File: config.mk
export PLATFORM = sky130hd
export DESIGN_NAME = bcd_binary_add_subtract_alu
export DESIGN_NICKNAME = d
export VERILOG_FILES = /design/src/sv/bcdalu_pkg.sv /design/src/sv/bcd_binary_add_subtract_alu.sv
export SDC_FILE = /design/constraint.sdc
export NUM_CORES = 1
export LEC_CHECK = 0
export ABC_AREA = 1
export BUFFER_PORTS_ARGS = -buffer_cell sky130_fd_sc_hd__clkbuf_2
export CAP_MARGIN = 0
export CORE_AREA = 3 3 85 87
export DETAILED_ROUTE_END_ITERATION = 6
export DIE_AREA = 0 0 88 90
export GPL_TIMING_DRIVEN = 0
export HOLD_SLACK_MARGIN = 0.12
export PLACE_DENSITY = 0.68
export RECOVER_POWER = 50
export SETUP_SLACK_MARGIN = 0.2
export SKIP_LAST_GASP = 1
export SLEW_MARGIN = 10
export SYNTH_ARGS = -nofsm -noshare
export SYNTH_HDL_FRONTEND = slang
export SYNTH_SLANG_ARGS = --single-unit
File: constraint.sdc
create_clock -name i_clk -period 4.8 [get_ports i_clk]
set_input_delay 0.48 -clock i_clk [delete_from_list [all_inputs] [get_ports i_clk]]
set_output_delay 0.48 -clock i_clk [all_outputs]
set_load 0.02 [all_outputs]
File: src/sv/bcdalu_pkg.sv
// ----------------------------------------------------------------------------
// bcdalu_pkg
// Operation codes and BCD correction constants for the add/subtract ALU.
// ----------------------------------------------------------------------------
package bcdalu_pkg;

    typedef enum logic [0:0] {
        OP_ADC = 1'b0,
        OP_SBC = 1'b1
    } t_opcode;

    localparam int unsigned DATA_W   = 8;
    localparam int unsigned NIB_W    = 4;
    localparam int unsigned SIGN_BIT = DATA_W - 1;

    // low digit of an add at or above this wants the +6 fix
    localparam logic [NIB_W:0]    LO_LIMIT    = 5'h0A;
    localparam logic [NIB_W-1:0]  DIGIT_ADJ   = 4'h6;
    // a negative digit of a subtract: +16 then -6, within the nibble
    localparam logic [NIB_W-1:0]  DIGIT_BORROW_ADJ = 4'hA;
    localparam logic [DATA_W:0]   HI_LIMIT    = 9'h0A0;
    localparam logic [DATA_W+1:0] HI_ADJ      = 10'h060;

endpackage

File: src/sv/bcd_binary_add_subtract_alu.sv
// ----------------------------------------------------------------------------
// bcd_binary_add_subtract_alu
// 8-bit add-with-carry / subtract-with-borrow ALU with packed BCD mode.
// ----------------------------------------------------------------------------
// A three-stage pipeline: an operation transferred with start passes through
// stages 1, 2 and 3 to the result ports, where o_valid flags it for one
// cycle. One operation may be transferred every cycle; busy stays low, since
// nothing in the pipeline waits. The receiver cannot stall and must take each
// result in its strobe cycle. Stage one forms the binary sum and the raw low
// digit, stage two corrects the low digit and forms the high digit and the
// N, Z and V flags, stage three corrects the high digit and selects the
// decimal or binary accumulator and carry. N, Z and V always describe the
// binary sum or difference, also in decimal mode.
module bcd_binary_add_subtract_alu (
    input  logic       i_clk,
    input  logic       i_rst_n,
    input  logic       start,
    output logic       busy,
    input  logic       i_opcode,
    input  logic [7:0] i_accumulator_in,
    input  logic [7:0] i_operand,
    input  logic       i_carry_in,
    input  logic       i_decimal_mode,
    output logic       o_valid,
    output logic [7:0] o_accumulator_out,
    output logic       o_carry_out,
    output logic       o_zero_flag,
    output logic       o_negative_flag,
    output logic       o_overflow_flag
);
    import bcdalu_pkg::*;

    logic in_xfer;

    // ---- stage 1 ----
    logic              r_s1_valid;
    logic              r_s1_sub;
    logic              r_s1_dec;
    logic [DATA_W:0]   r_s1_bin;
    logic              r_s1_a_msb;
    logic              r_s1_addend_msb;
    logic [NIB_W:0]    r_s1_lo_add;
    logic [NIB_W:0]    r_s1_lo_sub;
    logic [NIB_W-1:0]  r_s1_a_hi;
    logic [NIB_W-1:0]  r_s1_v_hi;

    logic              n_s1_sub;
    logic [DATA_W-1:0] n_s1_addend;
    logic [DATA_W:0]   n_s1_bin;
    logic [NIB_W:0]    n_s1_lo_add;
    logic [NIB_W:0]    n_s1_lo_sub;

    // ---- stage 2 ----
    logic              r_s2_valid;
    logic              r_s2_sub;
    logic              r_s2_dec;
    logic [DATA_W:0]   r_s2_bin;
    logic              r_s2_z;
    logic              r_s2_n;
    logic              r_s2_v;
    logic [DATA_W:0]   r_s2_sum;
    logic [NIB_W-1:0]  r_s2_lo_u;
    logic [NIB_W:0]    r_s2_hi;

    logic [NIB_W:0]    n_s2_lo_fix;
    logic [DATA_W:0]   n_s2_sum;
    logic              n_s2_lo_neg;
    logic [NIB_W-1:0]  n_s2_lo_u;
    logic [NIB_W:0]    n_s2_hi;

    // ---- stage 3 (output) ----
    logic              r_o_valid;
    logic              r_o_dec;
    logic [DATA_W-1:0] r_o_acc;
    logic              r_o_c;
    logic              r_o_z;
    logic              r_o_n;
    logic              r_o_v;

    logic [DATA_W+1:0] n_o_sum;
    logic [NIB_W-1:0]  n_o_hi_u;
    logic [DATA_W-1:0] n_o_acc;
    logic              n_o_c;

    assign busy    = 1'b0;
    assign in_xfer = start && !busy;

    // stage 1: binary sum and raw low digits
    always_comb begin
        n_s1_sub    = (t_opcode'(i_opcode) == OP_SBC);
        n_s1_addend = n_s1_sub ? ~i_operand : i_operand;
        n_s1_bin    = {1'b0, i_accumulator_in} + {1'b0, n_s1_addend}
                    + {{DATA_W{1'b0}}, i_carry_in};
        n_s1_lo_add = {1'b0, i_accumulator_in[NIB_W-1:0]}
                    + {1'b0, i_operand[NIB_W-1:0]}
                    + {{NIB_W{1'b0}}, i_carry_in};
        // two's complement in five bits, bit 4 set when negative
        n_s1_lo_sub = {1'b0, i_accumulator_in[NIB_W-1:0]}
                    - {1'b0, i_operand[NIB_W-1:0]}
                    - {{NIB_W{1'b0}}, ~i_carry_in};
    end

    always_ff @(posedge i_clk) begin
        if (!i_rst_n) begin
            r_s1_valid <= 1'b0;
        end else begin
            r_s1_valid <= in_xfer;
        end
        r_s1_sub        <= n_s1_sub;
        r_s1_dec        <= i_decimal_mode;
        r_s1_bin        <= n_s1_bin;
        r_s1_a_msb      <= i_accumulator_in[SIGN_BIT];
        r_s1_addend_msb <= n_s1_addend[SIGN_BIT];
        r_s1_lo_add     <= n_s1_lo_add;
        r_s1_lo_sub     <= n_s1_lo_sub;
        r_s1_a_hi       <= i_accumulator_in[DATA_W-1:NIB_W];
        r_s1_v_hi       <= i_operand[DATA_W-1:NIB_W];
    end

    // stage 2: low digit correction, high digit
    always_comb begin
        n_s2_lo_fix = (r_s1_lo_add >= LO_LIMIT)
                    ? {1'b1, r_s1_lo_add[NIB_W-1:0] + DIGIT_ADJ}
                    : r_s1_lo_add;
        n_s2_sum    = {1'b0, r_s1_a_hi, {NIB_W{1'b0}}}
                    + {1'b0, r_s1_v_hi, {NIB_W{1'b0}}}
                    + {{(DATA_W-NIB_W){1'b0}}, n_s2_lo_fix};
        n_s2_lo_neg = r_s1_lo_sub[NIB_W];
        n_s2_lo_u   = n_s2_lo_neg ? r_s1_lo_sub[NIB_W-1:0] + DIGIT_BORROW_ADJ
                                  : r_s1_lo_sub[NIB_W-1:0];
        n_s2_hi     = {1'b0, r_s1_a_hi} - {1'b0, r_s1_v_hi}
                    - {{NIB_W{1'b0}}, n_s2_lo_neg};
    end

    always_ff @(posedge i_clk) begin
        if (!i_rst_n) begin
            r_s2_valid <= 1'b0;
        end else begin
            r_s2_valid <= r_s1_valid;
        end
        r_s2_sub  <= r_s1_sub;
        r_s2_dec  <= r_s1_dec;
        r_s2_bin  <= r_s1_bin;
        r_s2_z    <= (r_s1_bin[DATA_W-1:0] == '0);
        r_s2_n    <= r_s1_bin[SIGN_BIT];
        r_s2_v    <= (r_s1_a_msb ^ r_s1_bin[SIGN_BIT])
                   & (r_s1_addend_msb ^ r_s1_bin[SIGN_BIT]);
        r_s2_sum  <= n_s2_sum;
        r_s2_lo_u <= n_s2_lo_u;
        r_s2_hi   <= n_s2_hi;
    end

    // stage 3: high digit correction and result select
    always_comb begin
        n_o_sum  = (r_s2_sum >= HI_LIMIT) ? {1'b0, r_s2_sum} + HI_ADJ
                                          : {1'b0, r_s2_sum};
        n_o_hi_u = r_s2_hi[NIB_W] ? r_s2_hi[NIB_W-1:0] + DIGIT_BORROW_ADJ
                                  : r_s2_hi[NIB_W-1:0];
        if (!r_s2_dec) begin
            n_o_acc = r_s2_bin[DATA_W-1:0];
            n_o_c   = r_s2_bin[DATA_W];
        end else if (r_s2_sub) begin
            n_o_acc = {n_o_hi_u, r_s2_lo_u};
            n_o_c   = !r_s2_hi[NIB_W];
        end else begin
            n_o_acc = n_o_sum[DATA_W-1:0];
            n_o_c   = |n_o_sum[DATA_W+1:DATA_W];
        end
    end

    always_ff @(posedge i_clk) begin
        if (!i_rst_n) begin
            r_o_valid <= 1'b0;
        end else begin
            r_o_valid <= r_s2_valid;
        end
        r_o_dec <= r_s2_dec;
        r_o_acc <= n_o_acc;
        r_o_c   <= n_o_c;
        r_o_z   <= r_s2_z;
        r_o_n   <= r_s2_n;
        r_o_v   <= r_s2_v;
    end

    assign o_valid           = r_o_valid;
    assign o_accumulator_out = r_o_acc;
    assign o_carry_out       = r_o_c;
    assign o_zero_flag       = r_o_z;
    assign o_negative_flag   = r_o_n;
    assign o_overflow_flag   = r_o_v;

    // every transfer is answered by a result strobe
    a_latency: assert property (@(posedge i_clk) disable iff (!i_rst_n)
        in_xfer |-> ##3 o_valid)
        else $error("result strobe missing three cycles after transfer");

    a_no_phantom: assert property (@(posedge i_clk) disable iff (!i_rst_n)
        o_valid |-> $past(start, 3))
        else $error("result strobe without a matching transfer");

    // in binary mode Z and N agree with the accumulator itself
    a_bin_flags: assert property (@(posedge i_clk) disable iff (!i_rst_n)
        (o_valid && !r_o_dec) |->
            (o_zero_flag == (o_accumulator_out == '0))
            && (o_negative_flag == o_accumulator_out[SIGN_BIT]))
        else $error("binary flags disagree with accumulator");

endmodule

==> flow_summary_export.csv, run 1 <==
group,metric,value,unit
logic_synthesis,synth_fp_nets,404,
placement,place_inst,451,
route,drc,0,
sta,setup_viol,0,
floorplanning,rows,29,
sta,drv_slew,0,
sta,fin_crit_sh,48.8,%
logic_synthesis,synth_flop_cell,"dfxtp_1",
logic_synthesis,async_reset_ff_share,0,%
cts,cts_max_path_buffers,2,
pwr,power.density,494,mW/mm²
floorplanning,coreArea,0.00642,mm²
worst_setup_path,slowest_delay,490,ps
worst_hold_path,hold_class,"in2reg",
sta,worst_pin_slew,614,ps
final_layout,nets,449,
worst_setup_path,reg2reg_from,"r_s1_lo_add[1]$_DFF_P_",
logic_synthesis,ys_ff_latch,76,
logic_synthesis,yosys_warnings,0,
placement,io_buffers,34,
cts,cts_resized,0,
worst_setup_path,r2r_setup_slack,2680,ps
final_layout,antenna_cells,0,
floorplanning,die_h,90,µm
route,routed_wl,5.16,mm
logic_synthesis,yosysSeqAreaShare,47.2,%
worst_setup_path,reg2regPathDepth,9,
route,vias_per_cell,4.58,
pwr,power,1.84,mW
sta,clock_skew,12.5,ps
sta,fin_crit,2340,ps
worst_setup_path,reg2reg_to,"r_s2_sum[7]$_DFF_P_",
run_status,status,"completed",
route,vias,2137,
logic_synthesis,synth_top_area_share,47.2,%
worst_setup_path,worst_setup_path_start_kind,"input pin",
route,ant_nets,0,
sta,holdWs,241,ps
grt,grt_pass1_vias,2082,
cts,cts_setup_buffers,0,
final_layout,layout-drive-gt1-share,11.8,%
final_layout,post-route-util,57.9,%
pwr,leakage,1.89,nW
grt,antenna_found_initial,0,
sta,rsz0062_at_grt,"no",
logic_synthesis,post_synth_instance_area,0.00322,mm²
logic_synthesis,yosysTopAreaCell,"dfxtp_1",
placement,gp_congestion,0.839,
cts,cts_root_buf,"clkbuf_8",
grt,grt_pass1_wl,8.98,mm
logic_synthesis,synth_area_leaders,"dfxtp_1 47%, ha_1 12%, inv_1 6.5%",
worst_setup_path,cp_max_fo,8,
worst_setup_path,path_class,"in2reg",
pwr,ir_drop,168,µV
logic_synthesis,ys_types,27,
sta,setup_tns,0,ps
cts,cts_hold_buf,0,
cts,cts.clk_slew.worst_paths,80,ps
floorplanning,dieArea,0.00792,mm²
route,drtIter0Drc,77,
floorplanning,fp.dieW,88,µm
final_layout,syn_to_final_growth,15.4,%
worst_setup_path,crit_path_cell_trace,"clkbuf_1 > clkbuf_1 > xnor2_1 > fa_1 > fa_1 > o21ai_2 > nand2_1 > nand2_1 > xor2_1",
worst_setup_path,critPathSlowestCell,"clkbuf_1",
sta,max_freq,0.426,GHz
worst_setup_path,end_kind,"flop",
grt,grt_max_degree,14,
worst_hold_path,hold_path_end,"r_s1_dec$_DFF_P_",
logic_synthesis,syn_area_per_cell,9.48,µm²
route,drtPass1Iterations,4,
route,routedWlPerCell,11.1,µm
logic_synthesis,synth_edf_count,0,
grt,track_usage,14.5,%
placement,dpl.hpwl,4.13,mm
final_layout,instances_no_fill,467,
floorplanning,initial_core_util,50.2,%
cts,cts-buffers-inserted,9,
sta,hold_viol_final,0,
cts,cts_sinks,76,
worst_hold_path,holdPathStages,1,
cts,cts_tree,"yes",
cts,h-tree-depth,3,
grt,grt-ovfl-total,0,
cts,clk_latency,340,ps
logic_synthesis,yosysMostFrequentCell,"dfxtp_1",
worst_setup_path,cp.required,5060,ps
flow_run,max-cap-violations,0,
logic_synthesis,synthTopCellsByCount,"76 x dfxtp_1, 56 x inv_1, 50 x nand2_1, 32 x ha_1, 22 x xor2_1",
sta,relSlewSlack,59.1,%
floorplanning,io_pins,36,
worst_hold_path,min_from,"i_decimal_mode",
logic_synthesis,syn_inst,340,
worst_setup_path,arrival,2610,ps
worst max-delay path, delay by kind of cell:
kind                     cells  cell delay, ps
AO/OA/AOI/OAI                1             220
XOR/XNOR                     2             280
adder cells (fa/ha/maj)      2             890
buffers and inverters        2             590
AND/OR/NAND/NOR              2             150
power breakdown:
group	switching (mW)	internal, mW
clock network	0.220	0.362
logic	0.232	0.165
registers	0.0729	0.786
layout by cell type (no fill, tap or decap), drive strengths merged, types with 3 or more instances in the layout:
| cell type | netlist | routed |
|---|---|---|
| inv | 56 | 57 |
| a21oi | 21 | 21 |
| xnor2 | 7 | 7 |
| fa | 10 | 10 |
| nand3 | 9 | 9 |
| clkbuf | 0 | 47 |
| dfxtp | 76 | 76 |
| nand2 | 51 | 51 |
| bufinv | 0 | 3 |
| o21ai | 20 | 20 |
| ha | 32 | 32 |
| nor2 | 19 | 19 |
| xor2 | 22 | 22 |
stage by stage:
stage               area [µm²]  setup WS (ps)
floorplan                 3220           2660
global placement          3490           2410
detailed placement        3490           2410
CTS                       3740           2740
global route              3720           2250
finish                    3720           2460
state kept, by name (all words and copies together) (netlist names), 4 cells and up:
name	count
r_s1_bin	9
r_s2_bin	9
r_s2_sum	9
o_accumulator_out	8
r_s1_lo_add	5
r_s1_lo_sub	5
r_s2_hi	5
r_s1_a_hi	4
r_s1_v_hi	4
r_s2_lo_u	4
cells by family (layout without fill, tap and decap cells):
logic type               count (synthesis)  after routing  synth area share (%)
AO/OA/AOI/OAI                           46             46                  8.00
XOR/XNOR                                29             29                  7.88
adder cells (fa/ha/maj)                 42             42                  18.6
buffers and inverters                   61            111                  7.34
flip-flops                              76             76                  47.2
other                                    1              1                 0.116
AND/OR/NAND/NOR                         85             85                  10.8
worst max path at each step:
| stage | from | cells after the start | slack (ps) | endpoint |
|---|---|---|---|---|
| detailed placement | i_opcode | 9 | 2410 | r_s1_bin[6]$_DFF_P_ |
| global placement | i_opcode | 9 | 2410 | r_s1_bin[6]$_DFF_P_ |
| global route | i_opcode | 9 | 2250 | r_s1_bin[6]$_DFF_P_ |
| finish | i_opcode | 9 | 2460 | r_s1_bin[6]$_DFF_P_ |
| CTS | r_s1_lo_sub[4]$_DFF_P_ | 9 | 2740 | r_s2_hi[4]$_DFF_P_ |
| floorplan | i_opcode | 8 | 2660 | r_s1_bin[6]$_DFF_P_ |
layer usage:
metal  GRT usage [%]  share of wire [%]  vias to the layer above
li1                -                  -                     1144
met1            18.5                 49                      932
met2            22.3                 45                       55
met3            3.29                4.5                        6
met4            8.06                1.5                        0
met5               0                  0                        -
cell type report:
type,count,area (µm²)
buffer,4,20.0
timing repair buffer,34,158
sequential,76,1520
fill,558,2700
inverter,57,214
multi-input combinational,203,1460
tap,77,96.3
clock buffer,11,141
clock inverter,5,108
Note: power is estimated with default switching activity, not from simulation.
==> run 2, diff against run 1 <==
==> constraint.sdc (replaced) <==
create_clock -name i_clk -period 2.3 [get_ports i_clk]
set_input_delay 0.23 -clock i_clk [delete_from_list [all_inputs] [get_ports i_clk]]
set_output_delay 0.23 -clock i_clk [all_outputs]
set_load 0.02 [all_outputs]
==> run 2 against run 1 <==
  * Utilization is 2.2 points higher
  * Register-to-register slack worse by 2300 ps
  * Critical path depth is 1 lower
  * Sequential cell count stayed put
  * Wire length is 2.2% higher
  * Final cell count is 2.8% higher
  * Critical endpoint is now r_s2_sum[6]$_DFF_P_
==> flow_summary_export.csv, run 2 (synthesis results as in run 1) <==
group,metric,value,unit
run_status,status,"completed",
worst_setup_path,reg2reg_to,"r_s2_sum[6]$_DFF_P_",
final_layout,syn_to_final_growth,19.9,%
route,drtPass1Iterations,4,
sta,setup_viol,0,
final_layout,layout_common_cells,"75 x dfxtp_1, 56 x inv_1, 50 x nand2_1",
grt,grt-ovfl-total,0,
worst_setup_path,slowest_delay,420,ps
grt,track_usage,14.6,%
grt,grt_pass1_vias,2119,
sta,rsz0062_at_grt,"no",
worst_setup_path,worst_setup_path_start_kind,"flop",
route,drtIter0Drc,81,
placement,gp_congestion,0.839,
worst_setup_path,reg2regPathDepth,8,
sta,fin_crit_sh,85.0,%
grt,antenna_found_initial,0,
pwr,power.density,1000,mW/mm²
worst_setup_path,reg2reg_from,"r_s1_lo_add[2]$_DFF_P_",
route,drc,0,
cts,cts.clk_slew.worst_paths,70,ps
route,ant_nets,0,
worst_setup_path,cp_common_cell,"inv_1",
worst_setup_path,end_kind,"flop",
final_layout,antenna_cells,0,
worst_setup_path,path_depth,8,
worst_hold_path,hold_class,"in2reg",
sta,max_freq,0.512,GHz
cts,cts_setup_buffers,0,
cts,cts_tree,"yes",
sta,fin_crit,1950,ps
route,routed_wl,5.28,mm
placement,dpl.hpwl,4.13,mm
worst_hold_path,hold_path_end,"r_s1_lo_sub[0]$_DFF_P_",
sta,setup_tns,0,ps
floorplanning,fp.dieW,88,µm
cts,clk_latency,340,ps
pwr,ir_drop,351,µV
floorplanning,rows,29,
cts,cts-buffers-inserted,9,
cts,cts_sinks,76,
sta,holdWs,207,ps
floorplanning,dieArea,0.00792,mm²
worst_setup_path,cp_max_fo,4,
route,vias_per_cell,4.51,
worst_hold_path,holdPathStages,2,
final_layout,reg_top3,"r_s1_bin (9), r_s2_bin (9), r_s2_sum (9)",
sta,drv_slew,0,
route,routedWlPerCell,11.0,µm
worst_setup_path,crit_path_cell_trace,"inv_1 > ha_1 > inv_1 > a21oi_4 > fa_1 > inv_1 > ha_1 > fa_1",
final_layout,nets,462,
floorplanning,die_h,90,µm
worst_setup_path,critPathSlowestCell,"fa_1",
worst_setup_path,crit_buf_inv,3,
cts,cts_root_buf,"clkbuf_8",
worst_setup_path,cp_top_family,"adder cells",
final_layout,layout-drive-gt1-share,11.2,%
worst_hold_path,min_from,"i_accumulator_in[1]",
final_layout,final_common_cell,"dfxtp_1",
worst_setup_path,arrival,2170,ps
flow_run,max-cap-violations,0,
final_layout,nFillCells,543,
grt,grt_pass1_wl,9.07,mm
placement,io_buffers,34,
pwr,leakage,1.93,nW
cts,cts_max_path_buffers,2,
floorplanning,coreArea,0.00642,mm²
sta,hold_viol_final,0,
grt,grt_max_degree,14,
floorplanning,initial_core_util,50.2,%
floorplanning,io_pins,36,
cts,h-tree-depth,3,
worst_setup_path,path_class,"reg2reg",
route,vias,2164,
worst_setup_path,r2r_setup_slack,350,ps
worst_setup_path,cp.required,2520,ps
sta,clock_skew,13.6,ps
==> run 2: stage by stage <==
stage                     setup WS [ps]  instances  total power [mW]  util, %  cell area [µm²]
after floorplan                     371        340              2.41        -             3220
after global placement              159        451              2.63     54.3             3490
after detailed placement            158        451              2.66     54.3             3490
after CTS                           240        480              3.90     60.2             3870
after global routing                213        480              4.11     60.1             3860
final                               346        480              3.86     60.1             3860
==> run 2: what timing repair did <==
action / 4_1_cts / 5_1_grt
gates resized for setup: 0 / 5
hold buffers: 13 / 0
setup endpoints to repair: 0 / 2
hold endpoints to repair: 14 / 0
==> run 2: layout make-up <==
class                      instances  area, µm²  share of cell area, %
sequential                        76       1520                   39.4
timing repair buffer              47        278                   7.19
tap                               77       96.3                   2.49
clock buffer                      11        141                   3.66
multi-input combinational        203       1480                   38.3
clock inverter                     5        108                   2.79
buffer                             4       22.5                  0.583
inverter                          57        214                   5.54
==> run 2: per-layer routing <==
metal | track usage, % | up-vias | share of wire, %
li1 | - | 1169 | -
met1 | 18.3 | 947 | 49
met2 | 22.9 | 41 | 45
met3 | 3.29 | 7 | 3.6
met4 | 8.06 | 0 | 1.8
met5 | 0 | - | 0
==> run 2: worst max-delay path by stage <==
stage                      startpoint             endpoint  slack [ps]
2_1_floorplan  r_s1_lo_sub[4]$_DFF_P_   r_s2_hi[4]$_DFF_P_         370
3_3_place_gp                 i_opcode  r_s1_bin[6]$_DFF_P_         160
3_5_place_dp                 i_opcode  r_s1_bin[6]$_DFF_P_         160
4_1_cts        r_s1_lo_sub[4]$_DFF_P_   r_s2_hi[4]$_DFF_P_         240
5_1_grt        r_s1_lo_sub[4]$_DFF_P_   r_s2_hi[4]$_DFF_P_         210
6_report       r_s1_lo_add[2]$_DFF_P_  r_s2_sum[6]$_DFF_P_         350
==> run 2: worst register-to-register path: stages, from the launching register on <==
cell and delay (ps):
dfxtp_1 360, inv_1 60, ha_1 180, inv_1 120, a21oi_4 90, fa_1 370
inv_1 60, ha_1 190, fa_1 420
==> run 2: power by group <==
part / internal (mW) / leakage (nW) / switching, mW
sequential: 1.64 / 0.640 / 0.156
clock: 0.757 / 0.124 / 0.457
combinational: 0.356 / 1.16 / 0.495
total: 2.75 / 1.93 / 1.11
==> run 3, diff against run 2 <==
==> constraint.sdc (replaced) <==
create_clock -name i_clk -period 2 [get_ports i_clk]
set_input_delay 0.2 -clock i_clk [delete_from_list [all_inputs] [get_ports i_clk]]
set_output_delay 0.2 -clock i_clk [all_outputs]
set_load 0.02 [all_outputs]
==> run 3 against run 2 <==
  * Global-route usage about the same
  * Critical path type unchanged
  * Die area unchanged
  * First-iteration DRC count down 17%
  * Count of clock-buffer cells in the layout unchanged
  * Via count up 5.0%
  * Wire length up 3.4%
  * Largest cell class is now multi-input gates
  * Combinational power up 30%
  * Total power up 12%
  * Worst hold slack worse by 32 ps
  * Utilization up 2.2 points
==> flow_summary_export.csv, run 3 (synthesis results as in run 1) <==
group,metric,value,unit
run_status,status,"completed",
cts,cts-buffers-inserted,9,
worst_hold_path,holdPathStages,2,
worst_setup_path,cp_max_fo,2,
placement,io_buffers,34,
cts,cts_tree,"yes",
floorplanning,fp.dieW,88,µm
final_layout,reg_top3,"r_s1_bin (9), r_s2_bin (9), r_s2_sum (9)",
worst_setup_path,cp.required,2240,ps
placement,place_inst,451,
worst_hold_path,hold_class,"in2reg",
cts,clk_latency,350,ps
final_layout,post-route-util,62.4,%
worst_setup_path,end_kind,"flop",
worst_hold_path,hold_path_end,"r_s1_lo_sub[0]$_DFF_P_",
final_layout,multi_input_area,0.00155,mm²
worst_setup_path,slowest_delay,580,ps
worst_setup_path,cp_common_cell,"fa_2",
floorplanning,die_h,90,µm
worst_setup_path,crit_path_cell_trace,"inv_2 > fa_2 > ha_4 > nor2_4 > fa_2 > buf_4 > xnor2_1",
route,routedWlPerCell,11.0,µm
cts,cts_max_path_buffers,2,
sta,fin_crit_sh,94.8,%
final_layout,nets,476,
worst_setup_path,critPathSlowestCell,"fa_2",
placement,dpl.hpwl,4.09,mm
sta,fin_crit,1900,ps
flow_run,max-cap-violations,0,
sta,setup_viol,0,
placement,gp_congestion,0.784,
final_layout,syn_to_final_growth,24.3,%
final_layout,antenna_cells,0,
cts,cts_root_buf,"clkbuf_8",
grt,grt_pass1_vias,2127,
route,routed_wl,5.46,mm
floorplanning,coreArea,0.00642,mm²
route,vias,2272,
sta,rsz0062_at_grt,"yes",
floorplanning,initial_core_util,50.2,%
cts,h-tree-depth,3,
pwr,power.density,1080,mW/mm²
final_layout,seqCellArea,0.00153,mm²
floorplanning,rows,29,
cts,cts_sinks,76,
grt,grt-ovfl-total,0,
sta,clock_skew,7.48,ps
final_layout,layout-drive-gt1-share,19.9,%
worst_setup_path,r2r_setup_slack,100,ps
worst_setup_path,path_class,"reg2reg",
cts,cts.clk_slew.worst_paths,70,ps
pwr,ir_drop,424,µV
grt,grt_max_degree,14,
route,drtPass1Iterations,4,
sta,max_freq,0.527,GHz
worst_setup_path,worst_setup_path_start_kind,"flop",
route,drtIter0Drc,67,
final_layout,layout_common_cells,"71 x dfxtp_1, 49 x nand2_1, 47 x inv_1",
grt,antenna_found_initial,0,
sta,drv_slew,0,
floorplanning,dieArea,0.00792,mm²
worst_hold_path,min_from,"i_accumulator_in[1]",
grt,track_usage,14.6,%
sta,hold_viol_final,0,
worst_setup_path,reg2reg_to,"r_s2_hi[2]$_DFF_P_",
final_layout,nFillCells,555,
worst_setup_path,reg2regPathDepth,7,
final_layout,instances_no_fill,494,
final_layout,final_common_cell,"dfxtp_1",
worst_setup_path,arrival,2130,ps
route,ant_nets,0,
pwr,leakage,1.95,nW
worst_setup_path,reg2reg_from,"r_s1_lo_sub[4]$_DFF_P_",
grt,grt_pass1_wl,8.99,mm
route,drc,0,
route,vias_per_cell,4.60,
floorplanning,io_pins,36,
[run 3: cell types whose count changed in the layout (fill, tap and decap cells not counted), moves of 2 or more]
cell and delta:
dfxtp_2 +4, inv_1 -9, ha_1 -4, dfxtp_1 -4, fa_2 +5, fa_1 -5, buf_4 +14, ha_4 +3
bufinv_16 -2, clkinvlp_4 +4, inv_2 +8
[run 3: what timing repair did]
action                                 CTS  global route
resized for setup                       16            11
pin swaps                               10             9
setup endpoints to repair                5             9
hold buffers                            13             0
setup buffers                            8             6
endpoints found under the hold margin   14             0
[run 3: power breakdown]
part           internal [mW]  switching [mW]
clock                  0.612           0.532
sequential              1.89           0.176
combinational          0.500           0.612
total                   3.00            1.32
[run 3: per-layer routing]
layer  part of all wire (%)  GRT usage (%)
met3                    4.2           3.84
met4                    2.3           7.67
met5                      0              0
met2                     47           22.8
met1                     46           18.2
[run 3: through the flow]
step / worst slack (ps) / power, mW / setup TNS (ps) / cell area, µm² / hold slack (ps)
2_1_floorplan: 153 / 2.79 / 0 / 3250 / 228
3_3_place_gp: -71.2 / 3.04 / -90.7 / 3510 / 306
3_5_place_dp: -69.9 / 3.07 / -121 / 3510 / 305
4_1_cts: 116 / 4.30 / 0 / 3950 / 158
5_1_grt: 7.81 / 4.63 / 0 / 4010 / 169
6_report: 104 / 4.32 / 0 / 4010 / 176
[run 3: worst max-delay path by stage]
stage	slack [ps]	to	from
6_report	100	r_s2_hi[2]$_DFF_P_	r_s1_lo_sub[4]$_DFF_P_
5_1_grt	8	r_s2_hi[4]$_DFF_P_	r_s1_lo_sub[4]$_DFF_P_
4_1_cts	120	r_s2_hi[4]$_DFF_P_	r_s1_lo_sub[4]$_DFF_P_
3_5_place_dp	-70	r_s1_bin[6]$_DFF_P_	i_opcode
3_3_place_gp	-70	r_s1_lo_sub[4]$_DFF_P_	i_accumulator_in[0]
2_1_floorplan	150	r_s2_hi[4]$_DFF_P_	r_s1_lo_sub[4]$_DFF_P_
[run 3: area by class of cell]
type	instances	share of cell area (%)
Clock buffer	11	3.53
Buffer	4	0.625
Sequential cell	76	38.1
Clock inverter	5	1.53
Inverter	57	5.44
Tap cell	77	2.41
Timing Repair Buffer	61	9.53
Multi-Input combinational cell	203	38.8
[run 3: worst max-delay path: cells and delay by family (launching register included)]
| family | cells | cell delay [ps] |
|---|---|---|
| flops | 1 | 340 |
| xor+xnor | 1 | 120 |
| fa+ha+maj | 3 | 1100 |
| simple gates | 1 | 40 |
| buf+inv | 2 | 190 |
